$ cat src/hw/rtl/utf8d_pkg.sv
package utf8d_pkg;

  localparam int unsigned BYTE_W = 8;
  localparam int unsigned CP_W   = 21;
  localparam int unsigned CNT_W  = 3;
  localparam int unsigned OUT_W  = CP_W + CNT_W;

  // sequence lengths as held in bytes_expected / emitted as byte_count
  localparam logic [CNT_W-1:0] LEN_NONE = 3'd0;
  localparam logic [CNT_W-1:0] LEN_1    = 3'd1;
  localparam logic [CNT_W-1:0] LEN_2    = 3'd2;
  localparam logic [CNT_W-1:0] LEN_3    = 3'd3;
  localparam logic [CNT_W-1:0] LEN_4    = 3'd4;

  // smallest legal value for each length, top of range, surrogate window
  localparam logic [CP_W-1:0] CP_MIN_2   = 21'h00080;
  localparam logic [CP_W-1:0] CP_MIN_3   = 21'h00800;
  localparam logic [CP_W-1:0] CP_MIN_4   = 21'h10000;
  localparam logic [CP_W-1:0] CP_MAX     = 21'h10FFFF;
  localparam logic [CP_W-1:0] CP_SURR_LO = 21'h0D800;
  localparam logic [CP_W-1:0] CP_SURR_HI = 21'h0DFFF;

  typedef struct packed {
    logic [CP_W-1:0]  partial_value;
    logic [CNT_W-1:0] bytes_expected;
    logic [CNT_W-1:0] bytes_seen;
  } seq_state_t;

  typedef struct packed {
    logic             valid;
    logic [CP_W-1:0]  code_point;
    logic [CNT_W-1:0] byte_count;
    logic             end_of_text;
  } dec_result_t;

  localparam seq_state_t SEQ_IDLE = '{partial_value: '0, bytes_expected: LEN_NONE,
                                      bytes_seen: '0};

endpackage

$ cat src/hw/rtl/utf8_decoder_skip_malformed_core.sv
// A byte accepted into the input register is decoded and its result loaded into the result register, which drives out_.
// Throughput: one byte per cycle; in_tready drops only when the input register
// is full and the result register holds an item not taken this cycle.
// Bytes that close no valid character produce no item.
// Reset (rst_n low, synchronous): both registers empty, no sequence open.
module utf8_decoder_skip_malformed_core (
  input  logic                         clk,
  input  logic                         rst_n,
  input  logic                         in_tvalid,
  output logic                         in_tready,
  input  logic [utf8d_pkg::BYTE_W-1:0] in_tdata,   // text_byte[7:0]
  output logic                         out_tvalid,
  input  logic                         out_tready,
  output logic [utf8d_pkg::OUT_W-1:0]  out_tdata,  // code_point[20:0], byte_count[23:21]
  output logic                         out_tlast   // end_of_text
);
  import utf8d_pkg::*;

  // input register
  logic              s1_valid_r, s1_valid_nxt;
  logic [BYTE_W-1:0] s1_byte_r;

  // open-sequence state; updated as the byte in the input register retires
  seq_state_t  state_r, state_nxt;
  seq_state_t  step_state;
  dec_result_t step_result;

  logic out_free;
  logic s1_adv;   // input register hands its byte to the decode step
  logic in_acc;

  assign s1_adv    = s1_valid_r && out_free;
  assign in_tready = !s1_valid_r || s1_adv;
  assign in_acc    = in_tvalid && in_tready;

  always_comb begin
    s1_valid_nxt = s1_valid_r;
    if (s1_adv) begin
      s1_valid_nxt = 1'b0;
    end
    if (in_acc) begin
      s1_valid_nxt = 1'b1;
    end
    state_nxt = s1_adv ? step_state : state_r;
  end

  always_ff @(posedge clk) begin
    if (!rst_n) begin
      s1_valid_r <= 1'b0;
      state_r    <= SEQ_IDLE;
    end else begin
      s1_valid_r <= s1_valid_nxt;
      state_r    <= state_nxt;
    end
  end

  always_ff @(posedge clk) begin
    if (in_acc) begin
      s1_byte_r <= in_tdata;
    end
  end

  utf8d_step u_step (
    .byte_i   (s1_byte_r),
    .state_i  (state_r),
    .state_o  (step_state),
    .result_o (step_result)
  );

  utf8d_outbuf u_outbuf (
    .clk        (clk),
    .rst_n      (rst_n),
    .load_i     (s1_adv && step_result.valid),
    .result_i   (step_result),
    .free_o     (out_free),
    .out_tvalid (out_tvalid),
    .out_tready (out_tready),
    .out_tdata  (out_tdata),
    .out_tlast  (out_tlast)
  );

  // an open sequence always has its lead counted and is short of its length
  a_seen_in_range: assert property (@(posedge clk) disable iff (!rst_n)
    (state_r.bytes_expected != LEN_NONE) |->
      (state_r.bytes_seen != '0 && state_r.bytes_seen < state_r.bytes_expected))
    else $error("bytes_seen out of range for open sequence");

  // no open sequence means fully cleared state
  a_idle_clean: assert property (@(posedge clk) disable iff (!rst_n)
    (state_r.bytes_expected == LEN_NONE) |->
      (state_r.bytes_seen == '0 && state_r.partial_value == '0))
    else $error("stale sequence state while idle");

  // end marker carries zero value and count
  a_eot_zero: assert property (@(posedge clk) disable iff (!rst_n)
    (out_tvalid && out_tlast) |-> (out_tdata == '0))
    else $error("end marker with nonzero payload");

  // characters are legal scalar values with a real length
  a_char_legal: assert property (@(posedge clk) disable iff (!rst_n)
    (out_tvalid && !out_tlast) |->
      (out_tdata[OUT_W-1:CP_W] != LEN_NONE && out_tdata[CP_W-1:0] <= CP_MAX &&
       (out_tdata[CP_W-1:0] < CP_SURR_LO || out_tdata[CP_W-1:0] > CP_SURR_HI)))
    else $error("illegal character on output");

  // input stalls only while both registers are full and the result is not taken
  a_stall_cause: assert property (@(posedge clk) disable iff (!rst_n)
    !in_tready |-> (s1_valid_r && out_tvalid && !out_tready))
    else $error("input stalled without backpressure");

endmodule

$ cat src/hw/rtl/utf8d_step.sv
// One byte of decode: sequence state plus byte in, next state and result out.
module utf8d_step (
  input  logic [utf8d_pkg::BYTE_W-1:0] byte_i,
  input  utf8d_pkg::seq_state_t        state_i,
  output utf8d_pkg::seq_state_t        state_o,
  output utf8d_pkg::dec_result_t       result_o
);
  import utf8d_pkg::*;

  logic             is_cont;
  logic             fresh;
  logic             bad;
  logic [CP_W-1:0]  cp;
  logic [CNT_W-1:0] seen_inc;

  assign is_cont  = (byte_i[7:6] == 2'b10);
  assign cp       = {state_i.partial_value[CP_W-7:0], byte_i[5:0]};
  assign seen_inc = state_i.bytes_seen + LEN_1;

  always_comb begin
    bad = (cp inside {[CP_SURR_LO:CP_SURR_HI]});
    case (state_i.bytes_expected)
      LEN_2:   bad = bad || (cp < CP_MIN_2);
      LEN_3:   bad = bad || (cp < CP_MIN_3);
      LEN_4:   bad = bad || (cp < CP_MIN_4) || (cp > CP_MAX);
      default: bad = 1'b1;
    endcase
  end

  always_comb begin
    state_o  = state_i;
    result_o = '0;
    fresh    = 1'b1;

    if (state_i.bytes_expected != LEN_NONE) begin
      state_o = SEQ_IDLE;
      if (is_cont) begin
        fresh = 1'b0;
        if (seen_inc < state_i.bytes_expected) begin
          state_o               = state_i;
          state_o.partial_value = cp;
          state_o.bytes_seen    = seen_inc;
        end else if (!bad) begin
          result_o.valid      = 1'b1;
          result_o.code_point = cp;
          result_o.byte_count = state_i.bytes_expected;
        end
      end
      // a breaking byte falls through and is decoded afresh
    end

    if (fresh) begin
      if (byte_i == '0) begin
        result_o.valid       = 1'b1;
        result_o.end_of_text = 1'b1;
      end else if (byte_i inside {[8'h01:8'h7F]}) begin
        result_o.valid      = 1'b1;
        result_o.code_point = {{(CP_W-BYTE_W){1'b0}}, byte_i};
        result_o.byte_count = LEN_1;
      end else if (byte_i[7:5] == 3'b110) begin
        if (byte_i[4:0] != 5'd0) begin
          state_o.partial_value  = {{(CP_W-5){1'b0}}, byte_i[4:0]};
          state_o.bytes_expected = LEN_2;
          state_o.bytes_seen     = LEN_1;
        end
      end else if (byte_i[7:4] == 4'b1110) begin
        state_o.partial_value  = {{(CP_W-4){1'b0}}, byte_i[3:0]};
        state_o.bytes_expected = LEN_3;
        state_o.bytes_seen     = LEN_1;
      end else if (byte_i[7:3] == 5'b11110) begin
        state_o.partial_value  = {{(CP_W-3){1'b0}}, byte_i[2:0]};
        state_o.bytes_expected = LEN_4;
        state_o.bytes_seen     = LEN_1;
      end
      // stray continuation, 0xC0 and 0xF8..0xFF: skipped
    end
  end

endmodule

$ cat src/hw/rtl/utf8d_outbuf.sv
// Result register facing the master side.
module utf8d_outbuf (
  input  logic                           clk,
  input  logic                           rst_n,
  input  logic                           load_i,
  input  utf8d_pkg::dec_result_t         result_i,
  output logic                           free_o,
  output logic                           out_tvalid,
  input  logic                           out_tready,
  output logic [utf8d_pkg::OUT_W-1:0]    out_tdata,  // code_point[20:0], byte_count[23:21]
  output logic                           out_tlast   // end_of_text
);
  import utf8d_pkg::*;

  logic             valid_r, valid_nxt;
  logic [CP_W-1:0]  cp_r;
  logic [CNT_W-1:0] cnt_r;
  logic             last_r;

  assign free_o = !valid_r || out_tready;

  always_comb begin
    valid_nxt = valid_r;
    if (out_tready) begin
      valid_nxt = 1'b0;
    end
    if (load_i) begin
      valid_nxt = 1'b1;
    end
  end

  always_ff @(posedge clk) begin
    if (!rst_n) begin
      valid_r <= 1'b0;
    end else begin
      valid_r <= valid_nxt;
    end
  end

  always_ff @(posedge clk) begin
    if (load_i) begin
      cp_r   <= result_i.code_point;
      cnt_r  <= result_i.byte_count;
      last_r <= result_i.end_of_text;
    end
  end

  assign out_tvalid = valid_r;
  assign out_tdata  = {cnt_r, cp_r};
  assign out_tlast  = last_r;

endmodule
$ cat config.mk
export PLATFORM = sky130hd
export DESIGN_NAME = utf8_decoder_skip_malformed_core
export DESIGN_NICKNAME = d
export VERILOG_FILES = /design/src/hw/rtl/utf8d_pkg.sv /design/src/hw/rtl/utf8_decoder_skip_malformed_core.sv /design/src/hw/rtl/utf8d_step.sv /design/src/hw/rtl/utf8d_outbuf.sv
export SDC_FILE = /design/constraint.sdc
export NUM_CORES = 1
export LEC_CHECK = 0
export BUFFER_PORTS_ARGS = -buffer_cell sky130_fd_sc_hd__buf_4
export CORE_MARGIN = 10
export CORE_UTILIZATION = 25
export DETAILED_ROUTE_END_ITERATION = 10
export SLEW_MARGIN = 20
export SYNTH_ARGS = -nofsm -noshare
export SYNTH_HDL_FRONTEND = slang
export SYNTH_SLANG_ARGS = --single-unit
export TNS_END_PERCENT = 1
$ cat constraint.sdc
create_clock -name clk -period 4.3 [get_ports clk]
set_input_delay 0 -clock clk [delete_from_list [all_inputs] [get_ports clk]]
set_output_delay 0 -clock clk [all_outputs]
set_load 0.05 [all_outputs]
==> results_dict.tcl <==
set metrics [dict create \
    yosysTopAreaCell "edfxtp_1" \
    cts-root-buf "clkbuf_8" \
    core-area_sq_mm 0.00933 \
    start_kind "flop" \
    irDropWorstVdd_mv 0.134 \
    routed_via_density 4.62 \
    drc 0 \
    gp_congestion 0.865 \
    fin_cells 377 \
    finalSetupTns_ns 0 \
    cts_resized 0 \
    routed_wl_mm 5.43 \
    finClkSkew_ns 0.0163 \
    fin_ws_ns 1.65 \
    chipWidth_microns 118 \
    synth.distinct_cells 49 \
    tightest_slew_ns 0.651 \
    clkTransAtPathRegs_ns 0.10 \
    h-tree-depth 2 \
    slew_violations 0 \
    die-area_sq_mm 0.0140 \
    synthArstFlopShare_pct 0 \
    maxCapViolations 0 \
    antenna_found_initial 0 \
    cts_tree "yes" \
    hold_path.class "primary input to flop" \
    syn_to_final_growth_pct 25.5 \
    fp.dieH_microns 118 \
    portBuffers 38 \
    worst-setup-path-type "flop to flop" \
    dp_slack_ns 1.62 \
    synth_edf_count 33 \
    setup_viol 0 \
    dpl.hpwl_mm 4.01 \
    yosysMostFrequentCell "edfxtp_1" \
    synthTopCellsByCount "edfxtp_1 (33), dfxtp_1 (23), and2_1 (17)" \
    num_rows 35 \
    clock_path_buffers 2 \
    yosysWarnings 0 \
    grt_overflow 0 \
    fin_crit_ns 2.65 \
    synth_area_leaders "edfxtp_1 (41%), dfxtp_1 (19%), and2_1 (4.4%)" \
    power.leakage_nw 1.09 \
    drtIter0Drc 124 \
    clk-insertion-delay-late_ns 0.32 \
    drive_gt1_share_pct 25.4 \
    final_nets 262 \
    cp-end-kind "flop" \
    avgSynthCellArea_sq_um 12.3 \
    ant_nets 0 \
    syn_area_sq_mm 0.00241 \
    synth_seq_cells 56 \
    grtUsageTotal_pct 7.83 \
    cts_buffers 5 \
    ys_seq_area_share_pct 60.3 \
    dr_total_vias 1741 \
    slew_headroom_pct 56.6 \
    grt_pass1_wl_mm 9.00 \
    antenna_cells 0 \
    synth.top_cell.area_share_pct 41.1 \
    dp_cells 359 \
    synth_top_flop_cell "edfxtp_1" \
    start_util_pct 25.8 \
    grt_pass1_vias 1781 \
    wire_per_inst_microns 14.4 \
    final_core_util_pct 32.4 \
    grt_setup_unrepaired "false" \
    fill_cells 957 \
    power_density_mw_per_mm2 325 \
    finalHoldViolations 0 \
    crit_arrival_ns 2.65 \
    grt_max_degree 26 \
    syn-num-nets 211 \
    post-route-period-util_pct 61.7 \
    cts_sinks 56 \
    hold_slack_ns 0.0509 \
    num_io_pins 39 \
    status "finished clean" \
    synthCells 196 \
    cp.required_ns 4.30 \
    path_max_fanout 25 \
    dr.pass1.iters 4 \
    max_freq_ghz 0.377 \
]
## worst max-delay path: stages (launching register included)
cell and delay [ns]:
dfxtp_1 0.35, ha_1 0.24, xor2_1 0.15, ha_1 0.29, nand2_1 0.10, o21ai_4 0.18
o211ai_2 0.13, a31o_1 0.38, a21oi_2 0.20, buf_4 0.33
## what timing repair did
item	4_1_cts	5_1_grt
endpoints found under the hold margin	12	0
setup endpoints to repair	0	0
hold buffers	10	0
buffers inserted	0	0
## sequential cells by signal, indices dropped and copies added, names as in the netlist
signal	cells
state_r	21
s1_valid_r	1
s1_byte_r	8
u_outbuf.cnt_r	3
u_outbuf.out_tlast	1
u_outbuf.out_tvalid	1
u_outbuf.cp_r	21
## report_power, final
group	leakage, nW	switching [mW]	internal, mW
combinational	0.540	0.0532	0.0327
sequential	0.502	0.0147	0.580
clock	0.0509	0.181	0.120
total	1.09	0.249	0.732
## layout make-up
| type | count | area [sq um] | area share, % |
|---|---|---|---|
| repair buffers | 49 | 393 | 13.0 |
| flip-flops and latches | 56 | 1450 | 48.0 |
| clock buffers | 5 | 68.8 | 2.28 |
| well taps | 129 | 161 | 5.34 |
| inverters | 5 | 18.8 | 0.621 |
| multi-input cells | 130 | 906 | 30.0 |
| clock inverters | 3 | 23.8 | 0.786 |
## stage by stage
stage	power (mW)	area [sq um]
after global routing	1.02	3020
after floorplan	0.655	2410
final	0.981	3020
after global placement	0.684	2830
after CTS	0.993	3020
after detailed placement	0.686	2830
## final timing paths
path,startpoint,to,slack (ns),cells past startpoint
setup reg to reg,state_r[0],u_outbuf.cp_r[6],1.65,9
setup / recovery,state_r[0],u_outbuf.cp_r[6],1.65,9
hold / removal,out_tready,s1_valid_r,0.05,4
hold reg to reg,state_r[2],state_r[2],0.50,2
## cell families after synthesis
family / Yosys count / share of synthesized area [%]
DFF: 56 / 60.3
adders and majority gates: 3 / 1.56
muxes: 1 / 0.623
AOI/OAI and AO/OA: 54 / 18.4
buffers and inverters: 10 / 2.29
xor gates and xnor gates: 1 / 0.364
and+or+nand+nor: 71 / 16.5
## per-layer routing
metal	routed length [microns]	track usage, %	up-vias	part of all wire [%]
met1	2530	10.2	839	47
met5	0	0	-	0
met2	2530	12.1	50	47
met3	265	1.95	9	4.9
li1	-	-	843	-
met4	100	3.17	0	1.8
## cells in the final DEF (no fill, tap or decap), drive strengths merged, types with 2 or more instances in the layout
cell         Yosys  layout
a21boi           5       5
a21oi            9       9
a22o            11      11
a31oi            2       2
a32oi            5       5
and2            18      18
buf              5      39
clkbuf           0       5
dfxtp           23      23
dlygate4sd3      0      10
edfxtp          33      33
ha               3       3
inv              4       7
nand2           15      15
nand4            2       2
nor2            14      14
nor2b            3       3
nor3             7       7
nor4             3       3
o211ai           4       4
o21ai           10      10
o22ai            2       2
No activity file was read; power rests on OpenSTA's default activity.
